[src/bdmeq_pkg.sv]
// ----------------------------------------------------------------------------
// bdmeq_pkg
// Types, command codes and constants shared by the backdoor pointer port.
// ----------------------------------------------------------------------------
package bdmeq_pkg;

	localparam int unsigned QUEUE_DEPTH_DEF = 1024;

	localparam logic [31:0] PORT_MAGIC   = 32'h564D_5868;
	localparam logic [31:0] DEV_VERSION  = 32'h3442_554A;
	localparam logic [31:0] SUB_READ_ID  = 32'h4541_4552;
	localparam logic [31:0] SUB_DISABLE  = 32'h0000_00F5;
	localparam logic [31:0] SUB_RELATIVE = 32'h4C45_5252;
	localparam logic [31:0] SUB_ABSOLUTE = 32'h5342_4152;
	localparam logic [31:0] RAM_TAG      = 32'h0000_1177;
	localparam logic [31:0] VERSION_NUM  = 32'd6;
	localparam logic [31:0] MEM_SIZE_RST = 32'h0800_0000;
	localparam logic [31:0] MAX_READ     = 32'd6;

	localparam logic [15:0] CMD_VERSION = 16'h000A;
	localparam logic [15:0] CMD_RAMSIZE = 16'h0014;
	localparam logic [15:0] CMD_DATA    = 16'd39;
	localparam logic [15:0] CMD_STATUS  = 16'd40;
	localparam logic [15:0] CMD_SUB     = 16'd41;

	localparam logic CMD_HOST_EVENT  = 1'b0;
	localparam logic CMD_PORT_ACCESS = 1'b1;

	typedef struct packed {
		logic               cmd;
		logic [31:0]        reg_a;
		logic [31:0]        reg_b;
		logic [31:0]        reg_c;
		logic [31:0]        reg_d;
		logic [31:0]        reg_si;
		logic [31:0]        reg_di;
		logic signed [31:0] move_x;
		logic signed [31:0] move_y;
		logic signed [31:0] wheel;
		logic [2:0]         button_bits;
	} bdmeq_in_t;

	typedef struct packed {
		logic [31:0] out_a;
		logic [31:0] out_b;
		logic [31:0] out_c;
		logic [31:0] out_d;
		logic [31:0] out_si;
		logic [31:0] out_di;
		logic        event_notify;
	} bdmeq_out_t;

	typedef enum logic [2:0] {
		ST_IDLE,
		ST_EXEC,
		ST_PUSH,
		ST_READ,
		ST_DRAIN,
		ST_FIN
	} bdmeq_state_t;

endpackage

[src/bdmeq_ctrl.sv]
// ----------------------------------------------------------------------------
// bdmeq_ctrl
// Command decode, queue pointers, device flags and the store sequencer.
// ----------------------------------------------------------------------------
module bdmeq_ctrl
	import bdmeq_pkg::*;
#(
	parameter int unsigned QUEUE_DEPTH = QUEUE_DEPTH_DEF,
	parameter int unsigned AW          = $clog2(QUEUE_DEPTH)
) (
	input  logic          clk,
	input  logic          arst_n,
	input  logic          start,
	output logic          busy,
	input  bdmeq_in_t     in_word,
	output logic          done,
	output bdmeq_out_t    out_word,
	input  logic          cfg_we,
	input  logic [31:0]   cfg_wdata,
	output logic          mem_we,
	output logic [AW-1:0] mem_waddr,
	output logic [31:0]   mem_wdata,
	output logic          mem_re,
	output logic [AW-1:0] mem_raddr,
	input  logic [31:0]   mem_rdata
);

	localparam int unsigned CW = $clog2(QUEUE_DEPTH + 1);
	localparam logic [CW:0] DEPTH_W = (CW+1)'(QUEUE_DEPTH);
	localparam logic [AW:0] DEPTH_A = (AW+1)'(QUEUE_DEPTH);

	bdmeq_state_t state_q, state_d;

	bdmeq_in_t    in_q;
	logic [31:0]  r_q [6];
	logic         notify_q;
	logic [1:0]   push_idx_q;
	logic [2:0]   rd_idx_q;
	logic [2:0]   rd_num_q;
	logic         rd_valid_s1;
	logic [2:0]   rd_idx_s1;

	logic [AW-1:0] head_q;
	logic [CW-1:0] count_q;
	logic          error_q;
	logic          enabled_q;
	logic          absolute_q;
	logic [31:0]   mem_size_q;

	logic          done_q;
	bdmeq_out_t    out_q;

	logic [CW:0]   tail_sum;
	logic [AW-1:0] tail;
	logic [AW:0]   head_inc;
	logic [AW-1:0] head_next;
	logic          room4;
	logic          room1;
	logic          magic_ok;
	logic          read_bad;
	logic          is_read_id;
	logic          read_last;
	logic [31:0]   btn_word;
	logic [31:0]   x_word;
	logic [31:0]   y_word;

	// tail = (head + count) mod depth, sum stays below twice the depth
	assign tail_sum  = (CW+1)'(head_q) + (CW+1)'(count_q);
	assign tail      = (tail_sum >= DEPTH_W) ? AW'(tail_sum - DEPTH_W) : AW'(tail_sum);
	assign head_inc  = (AW+1)'(head_q) + (AW+1)'(1);
	assign head_next = (head_inc == DEPTH_A) ? '0 : AW'(head_inc);

	assign room4      = ((CW+1)'(count_q) + (CW+1)'(4)) <= DEPTH_W;
	assign room1      = (CW+1)'(count_q) < DEPTH_W;
	assign magic_ok   = in_q.reg_a == PORT_MAGIC;
	assign read_bad   = (in_q.reg_b == 32'd0) || (in_q.reg_b > MAX_READ)
	                    || (in_q.reg_b > 32'(count_q));
	assign is_read_id = magic_ok && (in_q.reg_c[15:0] == CMD_SUB)
	                    && (in_q.reg_b == SUB_READ_ID) && room1;
	assign read_last  = rd_idx_q == (rd_num_q - 3'd1);

	assign btn_word = {26'd0, in_q.button_bits[0], in_q.button_bits[1],
	                   in_q.button_bits[2], 3'd0};
	assign x_word   = absolute_q ? {in_q.move_x[30:0], 1'b0} : in_q.move_x;
	assign y_word   = absolute_q ? {in_q.move_y[30:0], 1'b0} : in_q.move_y;

	// next state
	always_comb begin
		state_d = state_q;
		unique case (state_q)
			ST_IDLE: begin
				if (start) begin
					state_d = ST_EXEC;
				end
			end
			ST_EXEC: begin
				state_d = ST_FIN;
				if (in_q.cmd == CMD_HOST_EVENT) begin
					if (enabled_q && room4) begin
						state_d = ST_PUSH;
					end
				end else if (magic_ok && (in_q.reg_c[15:0] == CMD_DATA) && !read_bad) begin
					state_d = ST_READ;
				end
			end
			ST_PUSH: begin
				if (push_idx_q == 2'd3) begin
					state_d = ST_FIN;
				end
			end
			ST_READ: begin
				if (read_last) begin
					state_d = ST_DRAIN;
				end
			end
			ST_DRAIN: state_d = ST_FIN;
			ST_FIN:   state_d = ST_IDLE;
			default:  state_d = ST_IDLE;
		endcase
	end

	// outputs of the sequencer
	always_comb begin
		busy      = 1'b1;
		mem_we    = 1'b0;
		mem_waddr = tail;
		mem_wdata = DEV_VERSION;
		mem_re    = 1'b0;
		mem_raddr = head_q;
		unique case (state_q)
			ST_IDLE: busy = 1'b0;
			ST_EXEC: begin
				mem_we = (in_q.cmd != CMD_HOST_EVENT) && is_read_id;
			end
			ST_PUSH: begin
				mem_we = 1'b1;
				case (push_idx_q)
					2'd0:    mem_wdata = btn_word;
					2'd1:    mem_wdata = x_word;
					2'd2:    mem_wdata = y_word;
					default: mem_wdata = in_q.wheel;
				endcase
			end
			ST_READ:  mem_re = 1'b1;
			ST_DRAIN: ;
			ST_FIN:   ;
			default:  ;
		endcase
	end

	always_ff @(posedge clk or negedge arst_n) begin
		if (!arst_n) begin
			state_q     <= ST_IDLE;
			done_q      <= 1'b0;
			rd_valid_s1 <= 1'b0;
		end else begin
			state_q     <= state_d;
			done_q      <= state_q == ST_FIN;
			rd_valid_s1 <= state_q == ST_READ;
		end
	end

	// queue pointers and device flags
	always_ff @(posedge clk or negedge arst_n) begin
		if (!arst_n) begin
			head_q     <= '0;
			count_q    <= '0;
			error_q    <= 1'b1;
			enabled_q  <= 1'b0;
			absolute_q <= 1'b0;
			mem_size_q <= MEM_SIZE_RST;
		end else begin
			if (cfg_we) begin
				mem_size_q <= cfg_wdata;
			end
			if (state_q == ST_PUSH) begin
				count_q <= count_q + CW'(1);
			end
			if (state_q == ST_READ) begin
				head_q  <= head_next;
				count_q <= count_q - CW'(1);
			end
			if (state_q == ST_EXEC && in_q.cmd != CMD_HOST_EVENT && magic_ok) begin
				if (in_q.reg_c[15:0] == CMD_SUB) begin
					if (in_q.reg_b == SUB_DISABLE) begin
						error_q   <= 1'b1;
						enabled_q <= 1'b0;
					end else if (in_q.reg_b == SUB_READ_ID) begin
						if (room1) begin
							count_q <= count_q + CW'(1);
							error_q <= 1'b0;
						end
					end else if (in_q.reg_b == SUB_RELATIVE || in_q.reg_b == SUB_ABSOLUTE) begin
						if (!error_q) begin
							absolute_q <= in_q.reg_b == SUB_ABSOLUTE;
							enabled_q  <= 1'b1;
						end
					end
				end else if (in_q.reg_c[15:0] == CMD_DATA && read_bad) begin
					error_q   <= 1'b1;
					enabled_q <= 1'b0;
				end
			end
		end
	end

	// working register file of one access
	always_ff @(posedge clk) begin
		rd_idx_s1 <= rd_idx_q;
		case (state_q)
			ST_IDLE: begin
				if (start) begin
					in_q   <= in_word;
					r_q[0] <= in_word.reg_a;
					r_q[1] <= in_word.reg_b;
					r_q[2] <= in_word.reg_c;
					r_q[3] <= in_word.reg_d;
					r_q[4] <= in_word.reg_si;
					r_q[5] <= in_word.reg_di;
				end
			end
			ST_EXEC: begin
				notify_q   <= (in_q.cmd == CMD_HOST_EVENT) && enabled_q && room4;
				push_idx_q <= 2'd0;
				rd_idx_q   <= 3'd0;
				rd_num_q   <= in_q.reg_b[2:0];
				if (in_q.cmd == CMD_HOST_EVENT) begin
					for (int i = 0; i < 6; i++) begin
						r_q[i] <= 32'd0;
					end
				end else if (magic_ok) begin
					unique case (in_q.reg_c[15:0])
						CMD_VERSION: begin
							r_q[0] <= VERSION_NUM;
							r_q[1] <= PORT_MAGIC;
						end
						CMD_RAMSIZE: begin
							r_q[0] <= mem_size_q;
							r_q[1] <= RAM_TAG;
						end
						CMD_STATUS: begin
							r_q[0] <= {error_q ? 16'hFFFF : 16'h0000, 16'(count_q)};
						end
						default: ;
					endcase
				end
			end
			ST_PUSH: push_idx_q <= push_idx_q + 2'd1;
			ST_READ: rd_idx_q <= rd_idx_q + 3'd1;
			default: ;
		endcase
		// read data arrives from the store in the cycle after its address
		if (rd_valid_s1) begin
			r_q[rd_idx_s1] <= mem_rdata;
		end
		if (state_q == ST_FIN) begin
			out_q.out_a        <= r_q[0];
			out_q.out_b        <= r_q[1];
			out_q.out_c        <= r_q[2];
			out_q.out_d        <= r_q[3];
			out_q.out_si       <= r_q[4];
			out_q.out_di       <= r_q[5];
			out_q.event_notify <= notify_q;
		end
	end

	assign done     = done_q;
	assign out_word = out_q;

endmodule

[config.mk]
export PLATFORM = sky130hd
export DESIGN_NAME = bdmeq_ctrl
export DESIGN_NICKNAME = d
export VERILOG_FILES = /design/src/bdmeq_pkg.sv /design/src/bdmeq_ctrl.sv
export SDC_FILE = /design/constraint.sdc
export NUM_CORES = 1
export LEC_CHECK = 0
export BUFFER_PORTS_ARGS = -buffer_cell sky130_fd_sc_hd__buf_2
export CORE_MARGIN = 1.5
export CORE_UTILIZATION = 35
export CTS_BUF_LIST = sky130_fd_sc_hd__clkbuf_4
export DETAILED_ROUTE_END_ITERATION = 7
export GPL_ROUTABILITY_DRIVEN = 0
export HOLD_SLACK_MARGIN = 0.1
export SLEW_MARGIN = 20
export SYNTH_ARGS = -nofsm -noshare
export SYNTH_HDL_FRONTEND = slang
export SYNTH_SLANG_ARGS = --single-unit
export TNS_END_PERCENT = 20
[constraint.sdc]
create_clock -name clk -period 14.1 [get_ports clk]
set_clock_uncertainty 0.15 [all_clocks]
set_input_delay 2.115 -clock clk [delete_from_list [all_inputs] [get_ports clk]]
set_output_delay 2.115 -clock clk [all_outputs]
set_load 0.005 [all_outputs]
==> summary.md <==
| Metric | Value |
|---|---|
| Yosys warns | `0` |
| Placed Cells | `3392` |
| Met1 Track Usage GR | `0.266` |
| Remaining Overflow, GRT | `0` |
| GRT Overall Usage | `0.231` |
| Highest fanout seen on the critical path | `7` |
| Drt first pass iters | `5` |
| Final Hold Vio Count | `0` |
| First-pass GRT wire length | `125000 um` |
| R2R cell count | `5` |
| H-tree Lvls | `4` |
| Sw Pwr | `1720 uW` |
| Total of max-cap violations | `0` |
| Largest net degree at the start of global routing | `175` |
| Design area | `0.0324 mm2` |
| Post-synthesis cell area | `0.0260 mm2` |
| Avg Inst Size Synth | `13.7 um2` |
| Cts hold-fix bufs | `0` |
| Worst setup EP type | `primary output` |
| Status | `completed` |
| Sw Ratio | `0.302` |
| Clk network pwr share | `0.288` |
| Routed WL | `90900 um` |
| Syn nets | `2288` |
| Dpl cell area | `0.0302 mm2` |
| CTS tree | `done` |
| Period utilization | `0.400` |
| Setup violators final | `0` |
| Vias | `19.2k` |
| Area Growth Syn to Fin | `24.6%` |
| Pwr dens | `175 mW/mm2` |
| Clk pin slew, worst setup/hold paths | `0.06 ns` |
| Die W | `275 um` |
| Final layout net count | `3000` |
| Routed WL per cell | `24.5 um` |
| Internal power | `3960 uW` |
| Number of global-route vias before repair | `19.0k` |
| Mapped Cells | `1896` |
| Die area | `0.0759 mm2` |
| RSZ-0062 raised after global routing | `no` |
| Worst Hold Depth | `0` |
| Drt initial violations | `1850` |
| Non-Filler Instances | `3703` |
| Sequential Power Share | `0.524` |
| Fin. max-slew vios | `0` |
| Part of the Yosys area used for sequential elements | `0.724` |
| Die extent in y | `275 um` |
| HPWL after detailed placement | `66100 um` |
| Leakage power | `0.0128 uW` |
| Final WS setup | `8.46 ns` |
| TNS Setup | `0 ns` |
| Worst Tran Pin Value | `1.18 ns` |
| Post-CTS Setup Bufs | `0` |
| Logic pwr share | `0.189` |
| Antenna violations before repair | `38` |
| Worst slew margin | `0.214` |
| Final Util | `0.442` |
| DR vias/cell | `5.18` |
| GRT met2 Usage | `0.394` |
| Share of cells above drive strength 1 | `0.380` |
| Worst hold path class | `flop to flop` |
| Netlist cell types | `68` |
| Seq cells post-synth | `638` |
| Worst Path Arrival | `3.38 ns` |
| Asr flop ratio synth | `0.0956` |
| Startpoint types | `flop` |
| Worst skew pair latency | `1.03 ns` |
| EDFF count, synth | `574` |
| # resized after CTS | `0` |
| Initial Util | `0.355` |
| Synth Flop Type | `edfxtp_1` |
| Pre-CTS setup slack | `9.05 ns` |
| Core ar. | `0.0732 mm2` |
| WP data required | `11.84 ns` |
| Tmin final | `5.64 ns` |
| Root Buffer | `clkbuf_4` |
| Boundary Pins | `609` |
| Max VDD drop | `0.157 mV` |
| Post-route ant nets | `0` |
| # rows | `99` |
| CTS Buf Count | `173` |
| CTS Sinks | `638` |
| Setup CP Type | `flop to primary output` |
| DRC viols | `0` |
| Fmax | `177 MHz` |
| Clock Path Buffers | `3` |
| Gr busiest metal | `met2` |
| IO buf count | `608` |
| Met3 Use GR | `0.0911` |
## through the flow
stage	power (uW)	hold WS, ns
2_1_floorplan	3560	0.243
3_3_place_gp	4060	0.250
3_5_place_dp	4100	0.255
4_1_cts	5750	0.184
5_1_grt	5970	0.208
6_report	5680	0.198
## worst max-delay path: stages, from the launching register on
cell and delay, ns:
edfxtp_1 0.39, or4_4 0.55, or3_4 0.40, nor4_4 0.45, a41oi_4 0.27, inv_1 0.19
buf_2 0.16
## registers in the layout, indices dropped and copies added (netlist names), 3 cells and up
signal	flops
out_word	193
r_q	192
in_q	177
mem_size_q	32
count_q	11
mem_raddr	10
btn_word	3
rd_idx_q	3
rd_idx_s1	3
rd_num_q	3
state_q	3
## synth_stat cells, drive strengths merged, types with 16 or more instances
master	number	area [um2]
nor2	116	435
ha	31	388
nand3	112	561
nor3	16	80.1
inv	27	101
o21ai	114	571
a31oi	20	125
edfxtp	574	17200
a221o	17	170
xnor2	23	201
clkbuf	79	297
nand4	18	119
dfrtp	59	1480
mux2	93	1050
a21oi	65	325
buf	19	85.1
nand2	352	1320
## layout make-up
type                    instances  area [um2]
inverters                      28         105
multi-input cells            1132        6770
repair buffers                635        3260
diodes                         13        32.5
clock inverters                45         284
fillers                      6832       40800
clock buffers                 253        1900
flip-flops and latches        638       18800
well taps                     959        1200
## metal layers
metal | up-vias | routed length (um)
met2 | 1138 | 44900
met4 | 60 | 2160
met1 | 9167 | 33100
met3 | 202 | 10400
li1 | 8616 | -
met5 | - | 399
## layout by cell type (no fill, tap or decap), drive strengths merged, types with 13 or more instances in the layout
| master | count |
|---|---|
| a21oi | 65 |
| a221o | 17 |
| a31oi | 20 |
| buf | 635 |
| clkbuf | 253 |
| clkinv | 38 |
| dfrtp | 59 |
| diode | 13 |
| edfxtp | 574 |
| ha | 31 |
| inv | 33 |
| mux2 | 93 |
| nand2 | 352 |
| nand3 | 112 |
| nand4 | 18 |
| nor2 | 116 |
| nor3 | 16 |
| nor4 | 14 |
| o21ai | 114 |
| xnor2 | 23 |
## logic make-up (layout without fill, tap and decap cells)
kind of cell             count (synthesis)  after routing  share of synthesized area
other                                    0             13                          0
AO/OA/AOI/OAI                          268            268                     0.0639
AND/OR/NAND/NOR                        705            705                      0.125
buffers and inverters                  126            961                     0.0187
flip-flops                             638            638                      0.724
adder cells (fa/ha/maj)                 32             32                     0.0157
XOR/XNOR                                30             30                     0.0101
multiplexers                            97             97                     0.0418
## worst paths after layout
| path | start | endpoint | slack, ns |
|---|---|---|---|
| min reg2reg | r_q[2][25]$_DFFE_PP_ | out_word[122]$_DFFE_PP_ | 0.20 |
| max reg2reg | in_q[260]$_DFFE_PP_ | r_q[1][20]$_DFFE_PP_ | 10.26 |
| min in group asynchronous | arst_n | mem_raddr[3]$_DFFE_PN0P_ | 1.13 |
| max | in_q[244]$_DFFE_PP_ | mem_we | 8.46 |
| max in group asynchronous | arst_n | mem_size_q[19]$_DFFE_PN0P_ | 12.01 |
| min | r_q[2][25]$_DFFE_PP_ | out_word[122]$_DFFE_PP_ | 0.20 |
## power groups by stage
stage	sequential, uW	clock, uW	combinational [uW]
3_3_place_gp	2990	0	1070
4_1_cts	2970	1690	1090
5_1_grt	3020	1780	1170
3_5_place_dp	3010	0	1080
2_1_floorplan	3050	0	511
6_report	2970	1630	1070
(Power assumes the default switching activity.)
